File: config.mk
export PLATFORM = sky130hd
export DESIGN_NAME = trial_division_prime_scan
export DESIGN_NICKNAME = d
export VERILOG_FILES = /design/src/rtl/core/tdps_pkg.sv /design/src/rtl/core/tdps_rem_unit.sv /design/src/rtl/core/trial_division_prime_scan.sv
export SDC_FILE = /design/constraint.sdc
export NUM_CORES = 1
export LEC_CHECK = 0
export ABC_AREA = 1
export BUFFER_PORTS_ARGS = -buffer_cell sky130_fd_sc_hd__buf_4
export CAP_MARGIN = 20
export CORE_UTILIZATION = 40
export CTS_CLUSTER_SIZE = 12
export DETAILED_ROUTE_END_ITERATION = 12
export PLACE_DENSITY = 0.66
export SETUP_SLACK_MARGIN = 0.2
export SLEW_MARGIN = 10
export SYNTH_ARGS = -nofsm -noshare
export SYNTH_HDL_FRONTEND = slang
export SYNTH_SLANG_ARGS = --single-unit
File: constraint.sdc
create_clock -name clk -period 7.5 [get_ports clk]
set_input_delay 0.375 -clock clk [delete_from_list [all_inputs] [get_ports clk]]
set_output_delay 0.375 -clock clk [all_outputs]
set_load 0.005 [all_outputs]
File: src/rtl/core/tdps_pkg.sv
package tdps_pkg;

  // Fixed widths of the port fields and the configuration register index
  localparam int FIELD_W   = 16;
  localparam int CFG_IDX_W = 2;

  // Configuration register indexes
  localparam logic [CFG_IDX_W-1:0] REG_LOWER_BOUND = 2'd0;
  localparam logic [CFG_IDX_W-1:0] REG_UPPER_BOUND = 2'd1;

  // Register values after reset
  localparam logic [FIELD_W-1:0] LOWER_BOUND_RST = 16'd0;
  localparam logic [FIELD_W-1:0] UPPER_BOUND_RST = 16'd49999;

  // Scan sequencer states
  typedef enum logic [2:0] {
    S_IDLE,
    S_CHECK,
    S_TEST,
    S_DIV,
    S_DONE
  } state_t;

  // Status from the remainder unit
  typedef struct packed {
    logic done;
    logic zero;
  } rem_stat_t;

  // Control strobes from the sequencer to the datapath
  typedef struct packed {
    logic load_pos;
    logic cand_inc;
    logic div_init;
    logic div_adv;
    logic rem_start;
    logic res_prime;
    logic res_none;
    logic out_load;
  } ctrl_t;

endpackage

File: src/rtl/core/tdps_rem_unit.sv
module tdps_rem_unit #(
  parameter int VALUE_BITS = 16
) (
  input  logic                    clk,
  input  logic                    rst_n,
  input  logic                    start,
  input  logic [VALUE_BITS-1:0]   dividend,
  input  logic [VALUE_BITS-1:0]   divisor,
  output tdps_pkg::rem_stat_t     stat
);
  import tdps_pkg::*;

  localparam int CNT_W = $clog2(VALUE_BITS + 1);

  logic [VALUE_BITS-1:0] rem_r, rem_nxt;
  logic [VALUE_BITS-1:0] dvd_r, dvd_nxt;
  logic [VALUE_BITS-1:0] dsr_r, dsr_nxt;
  logic [CNT_W-1:0]      cnt_r, cnt_nxt;
  logic                  busy_r, busy_nxt;
  logic                  done_r, done_nxt;
  logic [VALUE_BITS:0]   rem_shift;
  logic [VALUE_BITS:0]   rem_diff;

  // One restoring step: bring in the next dividend bit, subtract when it fits
  assign rem_shift = {rem_r, dvd_r[VALUE_BITS-1]};
  assign rem_diff  = rem_shift - {1'b0, dsr_r};

  always_comb begin
    rem_nxt  = rem_r;
    dvd_nxt  = dvd_r;
    dsr_nxt  = dsr_r;
    cnt_nxt  = cnt_r;
    busy_nxt = busy_r;
    done_nxt = 1'b0;
    if (start) begin
      rem_nxt  = '0;
      dvd_nxt  = dividend;
      dsr_nxt  = divisor;
      cnt_nxt  = CNT_W'(VALUE_BITS);
      busy_nxt = 1'b1;
    end else if (busy_r) begin
      if (rem_diff[VALUE_BITS]) begin
        rem_nxt = rem_shift[VALUE_BITS-1:0];
      end else begin
        rem_nxt = rem_diff[VALUE_BITS-1:0];
      end
      dvd_nxt = {dvd_r[VALUE_BITS-2:0], 1'b0};
      cnt_nxt = cnt_r - 1'b1;
      if (cnt_r == CNT_W'(1)) begin
        busy_nxt = 1'b0;
        done_nxt = 1'b1;
      end
    end
  end

  // Hold control state under reset, operands need none
  always_ff @(posedge clk) begin
    if (!rst_n) begin
      busy_r <= 1'b0;
      done_r <= 1'b0;
      cnt_r  <= '0;
    end else begin
      busy_r <= busy_nxt;
      done_r <= done_nxt;
      cnt_r  <= cnt_nxt;
    end
  end

  always_ff @(posedge clk) begin
    rem_r <= rem_nxt;
    dvd_r <= dvd_nxt;
    dsr_r <= dsr_nxt;
  end

  assign stat.done = done_r;
  assign stat.zero = (rem_r == '0);

endmodule

File: src/rtl/core/trial_division_prime_scan.sv
// The run time of a request grows with the candidates tested and the divisors tried on each;
//   each divisor test runs through the bit-serial remainder unit.
// Throughput: one word in flight; a new request is taken once the previous result is in
//   the output register, which may still be waiting on out_stall.
// Reset (rst_n low, synchronous): bounds return to 0 and 49999, the scan position clears
//   and the first request loads the position from the lower bound.
module trial_division_prime_scan #(
  parameter int VALUE_BITS = 16
) (
  input  logic                            clk,
  input  logic                            rst_n,
  input  logic                            in_valid,
  output logic                            in_stall,
  input  logic                            in_restart,
  output logic                            out_valid,
  input  logic                            out_stall,
  output logic [tdps_pkg::FIELD_W-1:0]    out_prime_value,
  output logic                            out_found,
  input  logic                            cfg_valid,
  output logic                            cfg_ready,
  input  logic [tdps_pkg::CFG_IDX_W-1:0]  cfg_index,
  input  logic [tdps_pkg::FIELD_W-1:0]    cfg_data
);
  import tdps_pkg::*;

  localparam int CAND_W = VALUE_BITS + 1;
  localparam int SQ_W   = VALUE_BITS + 2;

  state_t                state_r, state_nxt;
  ctrl_t                 ctrl;
  rem_stat_t             rem_stat;

  logic [FIELD_W-1:0]    lower_r, upper_r;
  logic [CAND_W-1:0]     cand_r;
  logic                  started_r;
  logic [VALUE_BITS-1:0] div_r;
  logic [SQ_W-1:0]       sq_r;
  logic [FIELD_W-1:0]    res_value_r;
  logic                  res_found_r;
  logic                  out_valid_r;
  logic [FIELD_W-1:0]    out_value_r;
  logic                  out_found_r;

  logic [VALUE_BITS-1:0] lo_val, hi_val;
  logic [CAND_W-1:0]     hi_ext;
  logic                  past_hi;
  logic                  below_two;
  logic                  sq_over;
  logic                  out_free;

  // Bounds taken at the value width
  assign lo_val    = VALUE_BITS'(lower_r);
  assign hi_val    = VALUE_BITS'(upper_r);
  assign hi_ext    = {1'b0, hi_val};
  assign past_hi   = (cand_r > hi_ext);
  assign below_two = (cand_r < CAND_W'(2));
  assign sq_over   = (sq_r > {1'b0, cand_r});
  assign out_free  = !out_valid_r || !out_stall;

  // Configuration writes are always taken
  assign cfg_ready = 1'b1;

  always_ff @(posedge clk) begin
    if (!rst_n) begin
      lower_r <= LOWER_BOUND_RST;
      upper_r <= UPPER_BOUND_RST;
    end else if (cfg_valid) begin
      case (cfg_index)
        REG_LOWER_BOUND: lower_r <= cfg_data;
        REG_UPPER_BOUND: upper_r <= cfg_data;
        default: ;
      endcase
    end
  end

  // Sequencer: next state
  always_comb begin
    state_nxt = state_r;
    case (state_r)
      S_IDLE: begin
        if (in_valid) state_nxt = S_CHECK;
      end
      S_CHECK: begin
        if (past_hi) begin
          state_nxt = S_DONE;
        end else if (!below_two) begin
          state_nxt = S_TEST;
        end
      end
      S_TEST: begin
        if (sq_over) begin
          state_nxt = S_DONE;
        end else begin
          state_nxt = S_DIV;
        end
      end
      S_DIV: begin
        if (rem_stat.done) begin
          state_nxt = rem_stat.zero ? S_CHECK : S_TEST;
        end
      end
      S_DONE: begin
        if (out_free) state_nxt = S_IDLE;
      end
      default: state_nxt = S_IDLE;
    endcase
  end

  // Sequencer: control strobes
  always_comb begin
    ctrl = '0;
    case (state_r)
      S_IDLE: begin
        ctrl.load_pos = in_valid && (in_restart || !started_r);
      end
      S_CHECK: begin
        if (past_hi) begin
          ctrl.res_none = 1'b1;
        end else if (below_two) begin
          ctrl.cand_inc = 1'b1;
        end else begin
          ctrl.div_init = 1'b1;
        end
      end
      S_TEST: begin
        if (sq_over) begin
          ctrl.res_prime = 1'b1;
          ctrl.cand_inc  = 1'b1;
        end else begin
          ctrl.rem_start = 1'b1;
        end
      end
      S_DIV: begin
        if (rem_stat.done) begin
          ctrl.cand_inc = rem_stat.zero;
          ctrl.div_adv  = !rem_stat.zero;
        end
      end
      S_DONE: begin
        ctrl.out_load = out_free;
      end
      default: ;
    endcase
  end

  assign in_stall = (state_r != S_IDLE);

  // Hold control state: sequencer, scan position, started flag, output word flag
  always_ff @(posedge clk) begin
    if (!rst_n) begin
      state_r     <= S_IDLE;
      cand_r      <= '0;
      started_r   <= 1'b0;
      out_valid_r <= 1'b0;
    end else begin
      state_r <= state_nxt;
      if (ctrl.load_pos) begin
        cand_r <= CAND_W'(lo_val);
      end else if (ctrl.cand_inc) begin
        cand_r <= cand_r + 1'b1;
      end
      if (in_valid && !in_stall) started_r <= 1'b1;
      if (ctrl.out_load) begin
        out_valid_r <= 1'b1;
      end else if (!out_stall) begin
        out_valid_r <= 1'b0;
      end
    end
  end

  // Advance divisor and its square: (d+1)^2 = d^2 + 2d + 1
  always_ff @(posedge clk) begin
    if (ctrl.div_init) begin
      div_r <= VALUE_BITS'(2);
      sq_r  <= SQ_W'(4);
    end else if (ctrl.div_adv) begin
      div_r <= div_r + 1'b1;
      sq_r  <= sq_r + SQ_W'({div_r, 1'b1});
    end
  end

  // Capture the result, then pass it to the output register
  always_ff @(posedge clk) begin
    if (ctrl.res_prime) begin
      res_value_r <= FIELD_W'(cand_r);
      res_found_r <= 1'b1;
    end else if (ctrl.res_none) begin
      res_value_r <= '0;
      res_found_r <= 1'b0;
    end
    if (ctrl.out_load) begin
      out_value_r <= res_value_r;
      out_found_r <= res_found_r;
    end
  end

  tdps_rem_unit #(
    .VALUE_BITS(VALUE_BITS)
  ) u_rem (
    .clk      (clk),
    .rst_n    (rst_n),
    .start    (ctrl.rem_start),
    .dividend (cand_r[VALUE_BITS-1:0]),
    .divisor  (div_r),
    .stat     (rem_stat)
  );

  assign out_valid       = out_valid_r;
  assign out_prime_value = out_value_r;
  assign out_found       = out_found_r;

  // An accepted word keeps the input stalled on the following cycle
  a_busy_after_accept: assert property (@(posedge clk) disable iff (!rst_n)
    in_valid && !in_stall |=> in_stall)
    else $error("input taken twice in a row");

  // The remainder unit reports only while the sequencer waits on it
  a_rem_done_in_div: assert property (@(posedge clk) disable iff (!rst_n)
    rem_stat.done |-> state_r == S_DIV)
    else $error("remainder done outside divide state");

  // A divisor test only runs on a candidate inside the range and at least two
  a_test_in_range: assert property (@(posedge clk) disable iff (!rst_n)
    state_r == S_TEST |-> !past_hi && !below_two)
    else $error("divisor test on candidate out of range");

  // A not-found word carries a zero value
  a_none_is_zero: assert property (@(posedge clk) disable iff (!rst_n)
    out_valid_r && !out_found_r |-> out_value_r == '0)
    else $error("not-found word with non-zero value");

  // A loaded output word stays valid until it is taken
  a_out_hold: assert property (@(posedge clk) disable iff (!rst_n)
    out_valid_r && out_stall |=> out_valid_r && $stable(out_value_r))
    else $error("stalled output word dropped");

endmodule

; Word-level counts from Yosys, hierarchy flattened
; Index checks and enable logic that the tools add are counted.
[totals]
ff_bits = 177
inputBits = 24
out_inout_bits = 20
elab_cells = 101
[classes]
n_addsub = 5
magnitude_cmp = 3
eq_ne = 11
mux = 38
bitwise_logic = 2
reduce_logical = 22
[ops]
columns = op, count
row1 = $mux 16, 7
row2 = $add 18x17->18, 1
row3 = $gt 18x17->1, 1
row4 = $mux 1, 18
row5 = $mux 3, 6
row6 = $add 17x1->17 const B, 1
row7 = $gt 17x16->1, 1
row8 = $lt 17x2->1 const B, 1
row9 = $sub 17x16->17, 1
row10 = $add 16x1->16 const B, 1
row11 = $logic_not 16->1, 1
row12 = $pmux 3 s5, 1
row13 = $mux 5, 2
row14 = $eq 3x2->1 const B, 2
row15 = $mux 2, 3
row16 = $reduce_bool 2->1, 3
row17 = $eq 5x1->1 const B, 1
row18 = $logic_not 1->1, 5
row19 = $sub 5x1->5 const B, 1
row20 = $ne 2x1->1 const B, 2
row21 = $ne 2x2->1 const B, 2
row22 = $reduce_and 2->1, 2
row23 = $reduce_and 4->1, 1
row24 = $reduce_or 2->1, 2
row25 = other kinds (12), 15

; Longest topological paths before layout
[logic_depth]
word_depth = 6
depth_mapped = 16

; Modules after synthesis
; From an unflattened synthesis, not the netlist that was laid out.
[unflattened]
hier_cells = 1397
area_unflattened_um2 = 10410.0
[by_module_without_submodules]
columns = module, n_inst, cells_per_inst, area_per_inst_um2, seq_area_each_um2
row1 = trial_division_prime_scan, 1, 919, 7029.2, 2772.7
row2 = tdps_rem_unit, 1, 478, 3380.7, 1421.4

; Least setup slack after synthesis
; Ideal clock, no wire load.
[synth_timing]
kind = register to register
startpoint = register cand_r[5]
endpoint = register res_value_r[0], enable pin
setup_ns = 0.372
arrival_time_ns = 2.157
required_ns = 7.128
slack_ns = 4.972
path_stages_with_launch = 13
synth_period_minus_slack_ns = 2.528
cell_sequence = dfxtp_1 inv_1 ha_1 nand2_1 nor2_1 and2_1 nand2_1 nand2_1 nor2_2 nand2_1 buf_2 buf_2 nand2_1
[synth_between]
elab_chain_cells = 4
[synth_lines]
columns = item, line
row1 = start: declaration, trial_division_prime_scan.sv:34  ; logic [CAND_W-1:0] cand_r;
row2 = start signal: assignment, trial_division_prime_scan.sv:158  ; cand_r <= CAND_W'(lo_val);
row3 = start signal: assignment, trial_division_prime_scan.sv:160  ; cand_r <= cand_r + 1'b1;
row4 = $gt 18x17->1 / $gt 17x16->1 (equally long branches), "trial_division_prime_scan.sv:57, trial_division_prime_scan.sv:55"
row5 = $mux 1 (on tied branches), "trial_division_prime_scan.sv:126, trial_division_prime_scan.sv:117"
row6 = $mux 2 / $mux 1 (equally long branches), trial_division_prime_scan.sv:112  ; case (state_r)
row7 = $reduce_bool 2->1 (no source line) (*), n/a
row8 = end signal: assignment, trial_division_prime_scan.sv:185  ; res_value_r <= FIELD_W'(cand_r);
row9 = end: declaration, trial_division_prime_scan.sv:38  ; logic [FIELD_W-1:0] res_value_r;
; Every way passes the cells marked *; elsewhere a longest branch is shown, timed or not.
; A chain may end at the register's enable or synchronous reset.

; Worst setup path in the final report
[layout_timing]
startpoint = register cand_r[5]
endpoint = register u_rem.dvd_r[14], enable pin
[layout_between]
elab_chain_cells = 4
[layout_lines]
columns = item, line
row1 = $gt 18x17->1, trial_division_prime_scan.sv:57  ; assign sq_over = (sq_r > {1'b0, cand_r});
row2 = $mux 1, trial_division_prime_scan.sv:126  ; if (sq_over) begin
row3 = $mux 2, trial_division_prime_scan.sv:112
row4 = $reduce_bool 2->1 (no source line), n/a
row5 = end signal: assignment, tdps_rem_unit.sv:71  ; dvd_r <= dvd_nxt;
row6 = end: declaration, tdps_rem_unit.sv:16  ; logic [VALUE_BITS-1:0] dvd_r, dvd_nxt;
; No other way between the ends.

==> impl_metrics.json <==
{
  "gr_met3_demand_resource_pct": 2.805,
  "critical_path_peak_fanout": 30,
  "htree_num_levels": 4,
  "clockRootBuffer": "sky130_fd_sc_hd__clkbuf_16",
  "synth_flop_cell": "sky130_fd_sc_hd__dfxtp_1",
  "yosys_register_bits": 177,
  "post-route-min-period_ns": 3.336,
  "rel_slew_slack_pct": 37.24,
  "track_usage_pct": 18.44,
  "via_per_inst": 5.029,
  "maximum_number_of_pins_on_one_net_before_global_route_repair": 41,
  "power_switching_share_pct": 39.03,
  "critical-path-top-cell-by-count": "sky130_fd_sc_hd__nand2_1",
  "die_h_um": 159.6,
  "clkTransAtPathRegs_ns": 0.08,
  "internal_power_mw": 1.947,
  "drt_pass1_iterations": 4,
  "worst_path_largest_cell_delay_ns": 0.76,
  "chipWidth_um": 159.6,
  "hold_viol_final": 0,
  "floorplan.rows": 57,
  "first_global_vias": 7725,
  "final_core_util_pct": 45.63,
  "synth_top_cell_area_share_pct": 22.56,
  "worst_r2r_startpoint": "cand_r[5]$_SDFFE_PN0P_",
  "cts_sinks": 177,
  "least_margin_pin_slew_ns": 0.9412,
  "setup_skew_after_layout_ns": 0.02082,
  "syn-instance-count": 1286,
  "report.final.slew_viol_count": 0,
  "area_delta_synth_final_pct": 11.63,
  "number_of_antenna_violations_at_the_first_check_in_global_routing": 0,
  "critical_path_buf_inv_count": 2,
  "netSwitchingPower_mw": 1.247,
  "design.die.area_um2": 25490,
  "setup.worst_path.end_class": "flop",
  "timing.hold.worst_path_depth": 3,
  "floorplan.core_area_um2": 24320,
  "syn_area_um2": 9941,
  "critical_path.top_delay_family": "simple AND/OR/NAND/NOR gates",
  "drt_iter0_markers": 581,
  "synthTopCellsByCount": "299 x sky130_fd_sc_hd__nand2_1, 185 x sky130_fd_sc_hd__inv_1, 126 x sky130_fd_sc_hd__nor2_1, 112 x sky130_fd_sc_hd__dfxtp_1, 83 x sky130_fd_sc_hd__o21ai_0",
  "drt-total-wl_um": 22970,
  "met2_usage_pct": 30.03,
  "synth.avg_cell_area_um2": 7.730,
  "critical_path.cell_chain": "inv_1 -> ha_1 -> nand2_1 -> nor2_1 -> and2_1 -> nand2_1 -> nand2_1 -> o21ai_2 -> buf_4 -> nand2_2",
  "worst_skew_pair_later_pin_latency_ns": 0.44,
  "antenna_violating_nets_post_route": 0,
  "design.final.nets": 1414,
  "ys.warnings.count": 0,
  "portBuffers": 42,
  "pre_cts_slack_ns": 4.215,
  "critical_path_class": "flop to flop",
  "post_cts.repair.setup_buffers": 0,
  "first_pass_grt_wire_length_um": 37850,
  "cp-start-kind": "flop",
  "critical_path.reg2reg.endpoint": "u_rem.dvd_r[14]$_DFFE_PP_",
  "final.setup.tns_ns": 0,
  "initial_utilization_pct": 40.88,
  "gpl.final_weighted_congestion": 0.8825,
  "synth.most_common_cell": "sky130_fd_sc_hd__nand2_1",
  "min_path_type": "input port to flop",
  "r2r_setup_slack_ns": 4.16,
  "grt_remaining_overflow": 0,
  "max_cap_violations": 0,
  "cts_resized": 0,
  "diode_insertion_count_for_antenna_repair": 0,
  "grt_setup_unrepaired": "no",
  "synth.lib_cells_used.distinct": 50,
  "clk_pwr_share_pct": 26.9,
  "final.period_utilization_pct": 44.47,
  "status": "finished, final reports clean",
  "synth.yosys.seq_area_share_pct": 42.19,
  "top_level_ports": 44,
  "synth.area.top_cells": "sky130_fd_sc_hd__dfxtp_1 23%, sky130_fd_sc_hd__edfxtp_1 20%, sky130_fd_sc_hd__nand2_1 11%, sky130_fd_sc_hd__ha_1 8.7%, sky130_fd_sc_hd__inv_1 7.0%",
  "min_from": "cfg_data[15]",
  "worst_path_max_delay_cell": "sky130_fd_sc_hd__o21ai_2",
  "whs_endpoint": "hi_val[15]$_SDFFE_PN1P_",
  "route.vias.total": 8328,
  "post_route_cells_drive_above_1_share_pct": 7.958,
  "power.static_leakage_nw": 5.124,
  "fmax_ghz": 0.2998,
  "worst_ep_arrival_time_ns": 3.34,
  "avgRoutedWirePerCell_um": 13.87,
  "seqPwrFrac_pct": 39.0,
  "mappedNetlistNets": 1381,
  "final_hpwl_from_detailed_placement_um": 17110,
  "ctsHoldBuffers": 0,
  "worst_ep_required_time_ns": 7.50,
  "cts_made_buffers": 17,
  "clock_tree_from_tritoncts": "built",
  "power.ir.vdd_worst_mv": 0.1532,
  "r2r.worst_path.cells": 10,
  "power.combinational.fraction_pct": 34.1,
  "synth_area_leader_cell": "sky130_fd_sc_hd__dfxtp_1",
  "detail_route.drc_violations": 0,
  "grt.busiest_layer": "met2",
  "synthArstFlopShare_pct": 0,
  "timing.final.ws_setup_ns": 4.164,
  "global_route.usage.met1_pct": 24.66,
  "power.density_cell_area_nw_per_um2": 287.8,
  "timing.final.setup_violations": 0,
  "synth_edf_count": 65,
  "cts_buffer_depth": 2
}
-- worst register-to-register path: cells and delay by family (launching register included) --
family,cells,cell delay [ns]
compound gates,1,0.76
fa+ha+maj,1,0.34
simple gates,6,0.90
flops,1,0.43
buf+inv,2,0.48
-- kinds of logic after synthesis --
| logic type | count (synthesis) | synth area share [%] |
|---|---|---|
| AOI/OAI and AO/OA | 220 | 12.30 |
| DFF | 177 | 42.19 |
| and+or+nand+nor | 555 | 23.99 |
| adders and majority gates | 71 | 9.088 |
| buffers and inverters | 223 | 8.961 |
| xor gates and xnor gates | 39 | 3.436 |
| other | 1 | 0.03772 |
-- power by group through the flow --
stage / registers, mW / clock network, mW / logic (mW)
floorplan: 1.24 / 0 / 0.844
global placement: 1.26 / 0 / 1.07
detailed placement: 1.26 / 0 / 1.08
CTS: 1.24 / 0.876 / 1.09
global route: 1.26 / 0.914 / 1.23
finish: 1.25 / 0.859 / 1.09
-- placed cells by master (no fill, tap or decap), types with 7 or more instances in the layout --
master and count:
sky130_fd_sc_hd__a21oi_1 77, sky130_fd_sc_hd__a21o_1 7, sky130_fd_sc_hd__buf_4 47, sky130_fd_sc_hd__nand3_1 57, sky130_fd_sc_hd__o211ai_1 20, sky130_fd_sc_hd__dfxtp_1 112, sky130_fd_sc_hd__nand4_1 27, sky130_fd_sc_hd__edfxtp_1 65
sky130_fd_sc_hd__clkbuf_16 17, sky130_fd_sc_hd__ha_1 69, sky130_fd_sc_hd__nor3_1 12, sky130_fd_sc_hd__nand2_1 299, sky130_fd_sc_hd__inv_1 185, sky130_fd_sc_hd__nor2_1 126, sky130_fd_sc_hd__nor2_2 7, sky130_fd_sc_hd__o21ai_1 16
sky130_fd_sc_hd__xor2_1 27, sky130_fd_sc_hd__xnor2_1 12, sky130_fd_sc_hd__o21ai_0 83
-- state kept, by name, summed over array words and instances, names as in the netlist, 5 cells and up --
name / flops
u_rem.cnt_r: 5
res_value_r: 16
sq_r: 18
u_rem.dvd_r: 16
cand_r: 17
u_rem.rem_r: 16
u_rem.dsr_r: 16
div_r: 16
hi_val: 16
lo_val: 16
out_prime_value: 16
-- stage by stage --
step	instance area, um^2	instances	total power [mW]	hold slack (ns)
finish	11100	1656	3.194	0.1537
global route	11100	1656	3.407	0.1521
CTS	11090	1655	3.207	0.1416
detailed placement	10510	1623	2.345	0.4045
global placement	10510	1623	2.331	0.4047
floorplan	9941	1286	2.083	0.4003
-- routing by layer --
metal / wire, um / share of wire (%) / up-vias
li1: - / - / 4293
met1: 11080 / 48 / 3870
met2: 10600 / 46 / 141
met3: 779 / 3.4 / 24
met4: 515 / 2.2 / 0
met5: 0 / 0 / -
-- final cells by class --
type	count	area [um^2]
clock buffers	18	429.2
clock inverters	14	146.4
fillers	2395	13220
inverters	190	713.2
multi-input cells	886	4856
flip-flops and latches	177	4194
well taps	324	405.4
repair buffers	47	352.8
-- worst max-delay path by stage --
stage | startpoint | to | cells after the start
after floorplan | cand_r[5]$_SDFFE_PN0P_ | res_value_r[0]$_SDFFCE_PN0P_ | 12
after global placement | cand_r[5]$_SDFFE_PN0P_ | u_rem.dvd_r[10]$_DFFE_PP_ | 10
after detailed placement | cand_r[5]$_SDFFE_PN0P_ | u_rem.rem_r[11]$_SDFFE_PP0P_ | 13
after CTS | cand_r[5]$_SDFFE_PN0P_ | u_rem.dvd_r[14]$_DFFE_PP_ | 10
after global routing | cand_r[15]$_SDFFE_PN0P_ | u_rem.rem_r[11]$_SDFFE_PP0P_ | 13
final | cand_r[5]$_SDFFE_PN0P_ | u_rem.dvd_r[14]$_DFFE_PP_ | 10
(Power assumes the default switching activity.)
